<file path="config.mk">
export PLATFORM = sky130hd
export DESIGN_NAME = crc_checked_record_frame_parser
export DESIGN_NICKNAME = d
export VERILOG_FILES = /design/src/ccrfp_pkg.sv /design/src/ccrfp_out_fifo.sv /design/src/crc_checked_record_frame_parser.sv
export SDC_FILE = /design/constraint.sdc
export NUM_CORES = 1
export LEC_CHECK = 0
export BUFFER_PORTS_ARGS = -buffer_cell sky130_fd_sc_hd__buf_2
export CORE_UTILIZATION = 35
export DETAILED_ROUTE_END_ITERATION = 8
export GPL_ROUTABILITY_DRIVEN = 1
export GPL_TIMING_DRIVEN = 0
export PLACE_DENSITY = 0.54
export SLEW_MARGIN = 20
export SYNTH_ARGS = -nofsm -noshare
export SYNTH_HDL_FRONTEND = slang
export SYNTH_SLANG_ARGS = --single-unit
</file>
<file path="constraint.sdc">
create_clock -name clk -period 3.3 [get_ports clk]
set_clock_uncertainty 0.1 [all_clocks]
set_input_delay 0.33 -clock clk [delete_from_list [all_inputs] [get_ports clk]]
set_output_delay 0.33 -clock clk [all_outputs]
set_load 0.05 [all_outputs]
</file>
<file path="src/ccrfp_pkg.sv">
// Shared types, constants and the CRC-32 byte step of the record frame parser.
`timescale 1ns / 1ps

package ccrfp_pkg;

  // Configuration register indexes
  localparam logic CFG_W = 1'b1;
  localparam logic REG_MAGIC   = 1'b0;
  localparam logic REG_VERSION = 1'b1;

  // Register reset values
  localparam logic [31:0] MAGIC_RESET   = 32'h4441_5441;
  localparam logic [15:0] VERSION_RESET = 16'h0001;

  // CRC-32, reflected form
  localparam logic [31:0] CRC_POLY = 32'hEDB8_8320;
  localparam logic [31:0] CRC_ONES = 32'hFFFF_FFFF;

  // Status codes
  localparam logic [2:0] ST_OK          = 3'd0;
  localparam logic [2:0] ST_BAD_MAGIC   = 3'd1;
  localparam logic [2:0] ST_BAD_VERSION = 3'd2;
  localparam logic [2:0] ST_TRUNCATED   = 3'd3;
  localparam logic [2:0] ST_MISMATCH    = 3'd4;

  // Result kinds
  localparam logic KIND_PAYLOAD = 1'b0;
  localparam logic KIND_STATUS  = 1'b1;

  // Output queue geometry
  localparam int FIFO_DEPTH = 4;
  localparam int FIFO_PTR_W = 2;
  localparam int FIFO_CNT_W = 3;

  // One result item
  typedef struct packed {
    logic       kind;
    logic [7:0] byte_val;
    logic [2:0] status;
    logic       last;
  } res_t;

  // Push controls from the parser into the output queue
  typedef struct packed {
    logic push0;
    logic push1;
  } push_ctl_t;

  // One byte through the reflected CRC-32, bit at a time
  function automatic logic [31:0] crc32_byte(input logic [31:0] crc_in,
                                             input logic [7:0] data);
    logic [31:0] c;
    c = crc_in ^ {24'd0, data};
    for (int k = 0; k < 8; k++) begin
      c = c[0] ? ((c >> 1) ^ CRC_POLY) : (c >> 1);
    end
    return c;
  endfunction

endpackage

</file>
<file path="src/ccrfp_out_fifo.sv">
// Small flop-based result queue: up to two pushes and one pop per cycle.
`timescale 1ns / 1ps

module ccrfp_out_fifo (
  input  logic                clk,
  input  logic                rst_n,
  input  ccrfp_pkg::push_ctl_t push_ctl,
  input  ccrfp_pkg::res_t     push_d0,
  input  ccrfp_pkg::res_t     push_d1,
  output logic                room_two,
  output logic                out_valid,
  input  logic                out_stall,
  output ccrfp_pkg::res_t     out_d
);

  localparam int DEPTH = ccrfp_pkg::FIFO_DEPTH;
  localparam int PW    = ccrfp_pkg::FIFO_PTR_W;
  localparam int CW    = ccrfp_pkg::FIFO_CNT_W;

  ccrfp_pkg::res_t mem_r [DEPTH];
  logic [PW-1:0]   head_r, head_nxt;
  logic [PW-1:0]   tail_r, tail_nxt;
  logic [CW-1:0]   count_r, count_nxt;
  logic [PW-1:0]   tail_p1;
  logic            pop;

  assign out_valid = (count_r != '0);
  assign out_d     = mem_r[head_r];
  assign pop       = out_valid && !out_stall;
  // Accept a new item only if two free slots remain
  assign room_two  = (count_r <= CW'(DEPTH - 2));
  assign tail_p1   = tail_r + PW'(1);

  // Pointer and count update
  always_comb begin
    head_nxt  = pop ? head_r + PW'(1) : head_r;
    tail_nxt  = tail_r + PW'(push_ctl.push0) + PW'(push_ctl.push1);
    count_nxt = count_r + CW'(push_ctl.push0) + CW'(push_ctl.push1) - CW'(pop);
  end

  always_ff @(posedge clk) begin
    if (!rst_n) begin
      head_r  <= '0;
      tail_r  <= '0;
      count_r <= '0;
    end else begin
      head_r  <= head_nxt;
      tail_r  <= tail_nxt;
      count_r <= count_nxt;
    end
  end

  // Entry storage; second push lands after the first
  always_ff @(posedge clk) begin
    if (push_ctl.push0) begin
      mem_r[tail_r] <= push_d0;
    end
    if (push_ctl.push1) begin
      mem_r[tail_p1] <= push_d1;
    end
  end

endmodule

</file>
<file path="src/crc_checked_record_frame_parser.sv">
// Top level of the CRC-checked record frame parser.
`timescale 1ns / 1ps

// Takes a file one byte per item on the in_ channel (in_end_of_file marks the
// last byte). The first 16 bytes are a little-endian header: magic, version,
// flags, payload length, stored CRC. Magic and version are checked against
// the cfg_ registers (index 0 magic, 1 version), then that many payload bytes
// are passed out as payload items and checked with reflected CRC-32.
// One status item closes each file; bytes after it are dropped up to EOF.
// Throughput: one byte per clock while in_stall is low. Each byte is parsed
// in the cycle it is accepted; its results go into a 4-entry output queue and
// show on out_ once they reach its head. A byte that ends the payload yields
// two items, which drain at one per cycle while out_stall is low. in_stall
// rises only when the queue has fewer than two free slots, so a stalled
// receiver backs up the input after at most three bytes that produce results.
// Reset (synchronous, rst_n low) empties the queue, returns to the header
// phase and reloads the cfg_ registers with their defaults.
module crc_checked_record_frame_parser (
  input  logic                  clk,
  input  logic                  rst_n,
  // configuration
  input  logic                  cfg_wr_en,
  input  logic [ccrfp_pkg::CFG_W-1:0] cfg_index,
  input  logic [31:0]           cfg_wr_data,
  // input bytes
  input  logic                  in_valid,
  output logic                  in_stall,
  input  logic [7:0]            in_data_byte,
  input  logic                  in_end_of_file,
  // results
  output logic                  out_valid,
  input  logic                  out_stall,
  output logic                  out_result_kind,
  output logic [7:0]            out_payload_byte,
  output logic [2:0]            out_status_code,
  output logic                  out_last_result
);

  typedef enum logic [1:0] {
    PH_HEADER,
    PH_PAYLOAD,
    PH_DONE
  } phase_t;

  phase_t          phase_r, phase_nxt;
  logic [3:0]      pos_r, pos_nxt;
  logic [31:0]     magic_r, magic_nxt;
  logic [15:0]     version_r, version_nxt;
  logic [31:0]     length_r, length_nxt;
  logic [31:0]     stored_r, stored_nxt;
  logic [31:0]     remain_r, remain_nxt;
  logic [31:0]     crc_r, crc_nxt;
  logic [31:0]     exp_magic_r;
  logic [15:0]     exp_version_r;

  logic                  accept;
  logic                  room_two;
  logic                  have_status;
  logic [2:0]            status;
  logic [31:0]           crc_step;
  ccrfp_pkg::push_ctl_t  push_ctl;
  ccrfp_pkg::res_t       res0, res1, head_res;

  assign in_stall = !room_two;
  assign accept   = in_valid && room_two;
  assign crc_step = ccrfp_pkg::crc32_byte(crc_r, in_data_byte);

  // Configuration registers
  always_ff @(posedge clk) begin
    if (!rst_n) begin
      exp_magic_r   <= ccrfp_pkg::MAGIC_RESET;
      exp_version_r <= ccrfp_pkg::VERSION_RESET;
    end else if (cfg_wr_en) begin
      case (cfg_index)
        ccrfp_pkg::REG_MAGIC:   exp_magic_r   <= cfg_wr_data;
        ccrfp_pkg::REG_VERSION: exp_version_r <= cfg_wr_data[15:0];
        default: ;
      endcase
    end
  end

  // Parse one byte per accepted item
  always_comb begin
    phase_nxt   = phase_r;
    pos_nxt     = pos_r;
    magic_nxt   = magic_r;
    version_nxt = version_r;
    length_nxt  = length_r;
    stored_nxt  = stored_r;
    remain_nxt  = remain_r;
    crc_nxt     = crc_r;
    have_status = 1'b0;
    status      = ccrfp_pkg::ST_OK;
    push_ctl    = '0;
    res0        = '0;
    res1        = '0;

    if (accept) begin
      case (phase_r)
        PH_HEADER: begin
          // Drop the byte into its header field
          case (pos_r[3:2])
            2'd0: magic_nxt[pos_r[1:0]*8 +: 8] = in_data_byte;
            2'd1: begin
              if (!pos_r[1]) begin
                version_nxt[pos_r[0]*8 +: 8] = in_data_byte;
              end
            end
            2'd2: length_nxt[pos_r[1:0]*8 +: 8] = in_data_byte;
            default: stored_nxt[pos_r[1:0]*8 +: 8] = in_data_byte;
          endcase
          if (pos_r == 4'd15) begin
            // Header complete: magic first, then version, then empty payload
            pos_nxt = '0;
            if (magic_r != exp_magic_r) begin
              have_status = 1'b1;
              status      = ccrfp_pkg::ST_BAD_MAGIC;
            end else if (version_r != exp_version_r) begin
              have_status = 1'b1;
              status      = ccrfp_pkg::ST_BAD_VERSION;
            end else if (length_r == '0) begin
              have_status = 1'b1;
              status      = (stored_nxt == '0) ? ccrfp_pkg::ST_OK : ccrfp_pkg::ST_MISMATCH;
            end else begin
              remain_nxt = length_r;
              crc_nxt    = ccrfp_pkg::CRC_ONES;
              phase_nxt  = PH_PAYLOAD;
              if (in_end_of_file) begin
                have_status = 1'b1;
                status      = ccrfp_pkg::ST_TRUNCATED;
              end
            end
          end else begin
            pos_nxt = pos_r + 4'd1;
            if (in_end_of_file) begin
              have_status = 1'b1;
              status      = ccrfp_pkg::ST_TRUNCATED;
            end
          end
          // Status is the only result of a header byte
          push_ctl.push0 = have_status;
          res0.kind      = ccrfp_pkg::KIND_STATUS;
          res0.status    = status;
          res0.last      = in_end_of_file;
        end
        PH_PAYLOAD: begin
          // Pass the byte through, fold it into the CRC
          push_ctl.push0 = 1'b1;
          res0.kind      = ccrfp_pkg::KIND_PAYLOAD;
          res0.byte_val  = in_data_byte;
          crc_nxt        = crc_step;
          remain_nxt     = remain_r - 32'd1;
          if (remain_r == 32'd1) begin
            have_status = 1'b1;
            status      = ((crc_step ^ ccrfp_pkg::CRC_ONES) == stored_r) ?
                          ccrfp_pkg::ST_OK : ccrfp_pkg::ST_MISMATCH;
          end else if (in_end_of_file) begin
            have_status = 1'b1;
            status      = ccrfp_pkg::ST_TRUNCATED;
          end
          push_ctl.push1 = have_status;
          res1.kind      = ccrfp_pkg::KIND_STATUS;
          res1.status    = status;
          res1.last      = in_end_of_file;
        end
        default: ;  // done: drop bytes until end of file
      endcase

      if (have_status) begin
        phase_nxt = PH_DONE;
      end
      // End of file readies the next file
      if (in_end_of_file) begin
        phase_nxt = PH_HEADER;
        pos_nxt   = '0;
      end
    end
  end

  // Parser state
  always_ff @(posedge clk) begin
    if (!rst_n) begin
      phase_r <= PH_HEADER;
      pos_r   <= '0;
    end else begin
      phase_r <= phase_nxt;
      pos_r   <= pos_nxt;
    end
  end

  // Header fields and payload tracking
  always_ff @(posedge clk) begin
    magic_r   <= magic_nxt;
    version_r <= version_nxt;
    length_r  <= length_nxt;
    stored_r  <= stored_nxt;
    remain_r  <= remain_nxt;
    crc_r     <= crc_nxt;
  end

  // Result queue
  ccrfp_out_fifo u_out_fifo (
    .clk       (clk),
    .rst_n     (rst_n),
    .push_ctl  (push_ctl),
    .push_d0   (res0),
    .push_d1   (res1),
    .room_two  (room_two),
    .out_valid (out_valid),
    .out_stall (out_stall),
    .out_d     (head_res)
  );

  assign out_result_kind  = head_res.kind;
  assign out_payload_byte = head_res.byte_val;
  assign out_status_code  = head_res.status;
  assign out_last_result  = head_res.last;

endmodule
</file>
==> results of run 1 <==
[per-layer routing]
metal,vias to the layer above,routed length [um]
li1,4825,-
met1,4939,18100
met2,343,18300
met3,51,2570
met4,0,921
met5,-,0
[per-stage QoR]
step | std cells | utilization | hold WS (ps) | total power, uW
finish | 1973 | 0.427 | 37.5 | 9990
global route | 1973 | 0.427 | 59.7 | 10400
CTS | 1954 | 0.421 | 33.8 | 10000
detailed placement | 1852 | 0.382 | 376 | 6420
global placement | 1851 | 0.382 | 369 | 6390
floorplan | 1267 | - | 354 | 5810
[registers in the layout, summed over array words and instances (netlist names), named ones only]
name                flops
u_out_fifo.tail_r       2
pos_r                   4
u_out_fifo.mem_r       52
crc_r                  32
u_out_fifo.count_r      3
remain_r               32
exp_version_r          16
magic_r                32
stored_r               32
exp_magic_r            32
phase_r                 2
version_r              16
u_out_fifo.head_r       2
length_r               32
[worst reg2reg max path, stage by stage (launching register included)]
cell and delay [ps]:
edfxtp_1 380, or4_4 570, or3_4 440, nor3b_4 210, nand4_1 130, buf_6 160, a21o_1 180, buf_6 140
inv_6 60, fa_2 190, fa_2 420, and2_4 160
[area by class of cell]
cell class | instances | area, um2 | share of cell area
Clock inverter | 10 | 82.6 | 0.00482
Tap cell | 525 | 657 | 0.0384
Buffer | 52 | 215 | 0.0126
Timing Repair Buffer | 124 | 888 | 0.0519
Multi-Input combinational cell | 898 | 6440 | 0.376
Sequential cell | 291 | 7790 | 0.455
Clock buffer | 48 | 943 | 0.0551
Inverter | 25 | 98.8 | 0.00577
[worst paths after layout]
kind / depth (start not counted) / endpoint / slack, ps
worst max-delay path: 11 / u_out_fifo.count_r[1] / 70
worst min-delay path: 2 / exp_magic_r[12] / 40
worst max register to register: 11 / u_out_fifo.count_r[1] / 70
worst min register to register: 2 / exp_magic_r[28] / 380
[cell usage in the layout (no fill, tap or decap), drive strengths merged, types with 12 or more instances in the layout]
cell / instances
buf: 99
xnor2: 95
mux4: 13
nor4: 31
o31ai: 12
dfxtp: 95
nand2: 213
dlygate4sd3: 32
edfxtp: 196
nand4: 12
inv: 27
clkbuf: 93
nand3: 26
a21boi: 40
and2: 39
xor2: 77
a22oi: 32
nor2: 98
mux2: 12
a21oi: 12
nor3: 20
o21ai: 45
xnor3: 12
[logic make-up (layout without fill, tap and decap cells)]
| group | after synthesis | after routing | share of synthesized area |
|---|---|---|---|
| AND/OR/NAND/NOR | 493 | 493 | 0.163 |
| flip-flops | 291 | 291 | 0.543 |
| XOR/XNOR | 188 | 188 | 0.145 |
| AO/OA/AOI/OAI | 172 | 173 | 0.0811 |
| buffers and inverters | 79 | 259 | 0.0213 |
| multiplexers | 31 | 31 | 0.0340 |
| adder cells (fa/ha/maj) | 13 | 13 | 0.0129 |
[where the power goes]
group	leakage, uW	internal (uW)	switching (uW)
Sequential	0.00271	4240	241
Combinational	0.00313	783	1220
Clock	0.000512	2040	1470
[repair_timing]
| action | CTS | global route |
|---|---|---|
| resized for setup | 27 | 22 |
| endpoints found under the setup margin | 59 | 62 |
| cloned | 0 | 1 |
| pin swaps | 11 | 15 |
| buffers inserted | 14 | 18 |
| hold endpoints to repair | 48 | 0 |
| hold buffers | 32 | 0 |
==> impl_metrics.ini, run 1 <==
[die]
chipHeight_um = 204
core_area_mm2 = 0.0401
effective_utilization_at_floorplan = 0.358
design.portCount = 62
total_die_area_mm2 = 0.0418
die_width_um = 204
std_cell_rows = 73

[routing]
dr.first_iter.drc_count = 847
drt_pre_antenna_iters = 4
wirelength_um = 39900
antenna_violating_nets_post_route = 0
detail_route.drc_violations = 0
vias = 10200
detail_route.vias_per_cell = 5.15
wire_per_inst_um = 20.2

[synthesis]
cell_type_contributing_the_most_total_cell_area_after_synthesis = edfxtp_1
avgSynthCellArea_um2 = 11.3
synth-seq-cells = 291
syn_area_mm2 = 0.0143
ys_async_sr_fraction = 0
synth_top_cell_area_share = 0.410
yosys-top-cells-count = 213 x nand2_1, 196 x edfxtp_1, 95 x dfxtp_1, 94 x nor2_1, 83 x xnor2_1
synth_enable_flop_cells = 196
yosys_most_used_dff = edfxtp_1
synth_fp_nets = 1327
synth_most_common_cell = nand2_1
synth_seq_area_share = 0.543
netlist-cell-type-count = 67
synth_area_leaders = edfxtp_1 41%, dfxtp_1 13%, nand2_1 5.6%
postSynthCellCount = 1267
ys_warn_count = 0

[global_route]
grt_antenna_before_repair = 0
grt_first_pass_wirelength_um = 59400
global_route.usage.total = 0.190
met1_usage_in_global_routing = 0.261
gr-usage-met3 = 0.0364
grt_remaining_overflow = 0
first_global_vias = 10000
grt_util_met2 = 0.306
most_crowded_layer_gr = met2
grt_max_degree = 46

[cells_and_area]
layout.cell_area.non_filler_mm2 = 0.0171
final.fill_count = 3821
antenna_cells_inserted = 0
areaGrowthSynthToFinish_pct = 19.4
layout-drive-gt1-share = 0.159
fin_nets = 1483

[min_path]
worst_hold_path_type = input pin to flop
min-delay-start = rst_n

[clock_tree]
clk_latency_ps = 580
h_tree_depth = 1
path_clk_slew_ps = 60
ctsRootBufferMaster = clkbuf_16
clock_net_sink_count = 291
tritoncts.num_buffers = 31
cts_tree = yes
buffer_levels_on_the_longest_clock_path = 3

[job]
max_cap_violations = 0

[critical_path]
r2r-start = remain_r[12]
timing_worst_setup_path_type = flop to flop
buffering_stage_count_on_the_worst_path_with_inverters_included = 3
cell_family_with_the_largest_share_of_critical_path_delay = simple AND/OR/NAND/NOR gates
critPathCaptureType = flop
critPathSlowestCell = or4_4
setup.worst_path.start_class = flop
critical_path_required_ps = 3680
cp.arrival_ps = 3610
crit_path_max_incr_delay_ps = 570
worst_setup_path_startpoint = remain_r[12]
path_max_fanout = 6
worstPathCellList = or4_4, or3_4, nor3b_4, nand4_1, buf_6, a21o_1, buf_6, inv_6, fa_2, fa_2, and2_4

[timing]
finalCriticalPeriod_ps = 3230
setup_ws_ps = 65.1
totalNegativeSetupSlack_ps = 0
layout_worst_path_cycle_share = 0.980
final-hold-violation-count = 0
worst-slew-pin-transition_ps = 1030
worst_slew_margin_rel = 0.311
achievable-frequency_mhz = 309
setup_viol_count_final = 0
slew_violations = 0

[place]
placed_area_mm2 = 0.0153
dp.final_hpwl_um = 28900
place_ws_ps = -697
port_buffers = 59
routabilityCongestion = 0.865

[power_and_ir_drop]
power.leakage_uw = 0.00635
power.ir.vdd_worst_v = 0.000355
p_per_area_mw_per_mm2 = 584

[run_status]
outcome = finished, final reports clean
No activity file was read; power rests on OpenSTA's default activity.
==> run 2: changes to the inputs <==
--- a/config.mk
+++ b/config.mk
@@ -5,6 +5,7 @@
 export SDC_FILE = /design/constraint.sdc
 export NUM_CORES = 1
 export LEC_CHECK = 0
+export ABC_AREA = 1
 export BUFFER_PORTS_ARGS = -buffer_cell sky130_fd_sc_hd__buf_2
 export CORE_UTILIZATION = 35
 export DETAILED_ROUTE_END_ITERATION = 8
==> run 2 against run 1 <==
Register-to-register slack gained 70 ps. Final area grew 5.0%. Largest cell class unchanged. Cell count grew 30%. Utilization about the same. Total power is 5.5% higher. Setup slack gained 67 ps. Highest routed layer unchanged. Synthesized area grew 4.8%. Clock-buffer cell count up 4. Critical endpoint is now u_out_fifo.mem_r[2][3]. Global-route usage grew 2.8 points. Synthesized cell count rose by 47%. Non-clock buffer count fell by 9. Flip-flop and latch count did not move.
==> impl_metrics.ini, run 2 <==
[min_path]
hold-path-endpoint = exp_magic_r[28]
min-delay-start = cfg_wr_data[28]
worst_hold_path_type = input pin to flop
hold_depth = 3

[routing]
dr.first_iter.drc_count = 1202
wirelength_um = 47500
drt_pre_antenna_iters = 6
wire_per_inst_um = 18.5
detail_route.vias_per_cell = 5.11
detail_route.drc_violations = 0
vias = 13200
antenna_violating_nets_post_route = 0

[cells_and_area]
top_library_cells_by_usage_in_the_layout_fill_and_taps_aside = 534 x nand2_1, 221 x nor2_1, 196 x edfxtp_1, 191 x inv_1, 152 x o21ai_0
largest_reg_flops = 52
regMostFlops = u_out_fifo.mem_r
area_taken_by_flip_flops_and_latches_mm2 = 0.00779
layout-drive-gt1-share = 0.121
areaGrowthSynthToFinish_pct = 19.5
antenna_cells_inserted = 0
commonest_non_fill_non_tap_cell_in_the_layout = nand2_1
fin_util = 0.426
multiInputGateArea_mm2 = 0.00642
fin_nets = 2067
final.fill_count = 4191

[place]
routabilityCongestion = 0.921
port_buffers = 61
dp.final_hpwl_um = 35500
place_ws_ps = -764

[critical_path]
worstPathCellList = buf_12, buf_6, clkinvlp_4, ha_4, inv_1, nor2_1, nand2_1, buf_4, nor3_4, nand2_1, o21ai_0, nor2_1, nand4_1, nand3b_1, nor2_4, nor2_4, nand2_1, nand2_1
cell_family_with_the_largest_share_of_critical_path_delay = simple AND/OR/NAND/NOR gates
crit_cells = 18
path_max_fanout = 10
buffering_stage_count_on_the_worst_path_with_inverters_included = 5
crit_path_max_incr_delay_ps = 380
timing_worst_setup_path_type = flop to flop
worst-r2r-cell-count = 18
critical_path_required_ps = 3600
worst_setup_path_startpoint = pos_r[0]
critPathCaptureType = flop
endpoint_of_the_most_critical_register_to_register_path = u_out_fifo.mem_r[2][3]
critical-path-top-cell-by-count = nand2_1
cp.arrival_ps = 3470
critPathSlowestCell = dfxtp_4
setup.reg_to_reg.worst_slack_ps = 130
r2r-start = pos_r[0]
setup.worst_path.start_class = flop

[synthesis]
synth_most_common_cell = nand2_1
netlist-cell-type-count = 39
synth_seq_area_share = 0.518
synth_top_cell_area_share = 0.391
synth_enable_flop_cells = 196
ys_warn_count = 0
syn_area_mm2 = 0.0150
synth-seq-cells = 291
yosys-top-cells-count = 537 x nand2_1, 225 x nor2_1, 196 x edfxtp_1, 192 x inv_1, 153 x o21ai_0
avgSynthCellArea_um2 = 8.09
yosys_most_used_dff = edfxtp_1
ys_async_sr_fraction = 0
cell_type_contributing_the_most_total_cell_area_after_synthesis = edfxtp_1
synth_area_leaders = edfxtp_1 39%, nand2_1 13%, dfxtp_1 13%
postSynthCellCount = 1859
synth_fp_nets = 1919

[power_and_ir_drop]
power.ir.vdd_worst_v = 0.000422
power.leakage_uw = 0.00759
p_per_area_mw_per_mm2 = 587

[clock_tree]
clk_latency_ps = 530
cts_tree = yes
clock_net_sink_count = 291
h_tree_depth = 2
buffer_levels_on_the_longest_clock_path = 3
tritoncts.num_buffers = 34
path_clk_slew_ps = 60
ctsRootBufferMaster = clkbuf_16

[timing]
layout_worst_path_cycle_share = 0.960
worst-slew-pin-transition_ps = 834
slew_violations = 0
setup_ws_ps = 132
holdWs_ps = 19.1
setup_viol_count_final = 0
achievable-frequency_mhz = 316
worst_slew_margin_rel = 0.444
final-hold-violation-count = 0
finalCriticalPeriod_ps = 3170

[die]
chipHeight_um = 209
total_die_area_mm2 = 0.0438
std_cell_rows = 75
core_area_mm2 = 0.0421
die_width_um = 209
design.portCount = 62
effective_utilization_at_floorplan = 0.357

[global_route]
global_route.usage.total = 0.218
grt_remaining_overflow = 0
grt_first_pass_wirelength_um = 72100
first_global_vias = 12400
grt_antenna_before_repair = 0
grt_max_degree = 26

[run_status]
outcome = finished, final reports clean

[job]
max_cap_violations = 0
[run 2: layout make-up]
type                    instances  area share
clock buffers                  52      0.0587
plain buffers                  55      0.0177
multi-input cells            1311       0.357
well taps                     539      0.0375
repair buffers                112      0.0474
inverters                     202      0.0426
flip-flops and latches        291       0.434
clock inverters                10     0.00529
[run 2: logic make-up (layout without fill, tap and decap cells)]
| kind of cell | Yosys count | after routing | synth area share |
|---|---|---|---|
| and+or+nand+nor | 1019 | 1019 | 0.288 |
| DFF | 291 | 291 | 0.518 |
| buffers and inverters | 257 | 431 | 0.0699 |
| AOI/OAI and AO/OA | 216 | 216 | 0.0751 |
| xor gates and xnor gates | 63 | 63 | 0.0367 |
| adders and majority gates | 13 | 13 | 0.0123 |
[run 2: repair_timing]
item                                   CTS  global route
gates cloned                             1             0
buffers inserted                         2            13
setup endpoints to repair                7            21
pin swaps                                7            10
hold buffers                            31             0
resized for setup                       35            15
endpoints found under the hold margin   41             0
[run 2: worst max-delay path by stage]
stage / to / slack [ps]
3_5_place_dp: u_out_fifo.mem_r[2][3] / -760
5_1_grt: u_out_fifo.count_r[2] / -9
4_1_cts: u_out_fifo.count_r[2] / 20
6_report: u_out_fifo.mem_r[2][3] / 130
2_1_floorplan: length_r[0] / 30
3_3_place_gp: magic_r[2] / -1180
[run 2: worst reg2reg max path: stages, from the launching register on]
cell and delay [ps]:
dfxtp_4 380, buf_12 160, buf_6 160, clkinvlp_4 110
ha_4 280, inv_1 60, nor2_1 130, nand2_1 130
buf_4 210, nor3_4 350, nand2_1 90, o21ai_0 120
nor2_1 70, nand4_1 120, nand3b_1 210, nor2_4 80
nor2_4 140, nand2_1 70, nand2_1 70
[run 2: per-layer routing]
layer  vias to the layer above  wire length [um]  global-route usage
met5                         -                 0                   0
met4                         0              1530              0.0819
met3                        83              2710              0.0295
met2                       448             22500               0.366
met1                      6235             20700               0.286
li1                       6385                 -                   -
[run 2: power breakdown]
group / switching [uW] / internal, uW / leakage (uW)
Combinational: 1600 / 640 / 0.00452
Clock: 1520 / 2360 / 0.000564
Sequential: 173 / 4250 / 0.00251
Total: 3290 / 7250 / 0.00759
[run 2: through the flow]
step | total power [uW] | instances | area (um2) | TNS (ps)
2_1_floorplan | 5900 | 1859 | 15100 | 0
3_3_place_gp | 6540 | 2459 | 16000 | -139770
3_5_place_dp | 6590 | 2463 | 16100 | -3450
4_1_cts | 10500 | 2559 | 17800 | 0
5_1_grt | 11000 | 2572 | 18000 | -9.22
6_report | 10500 | 2572 | 18000 | 0
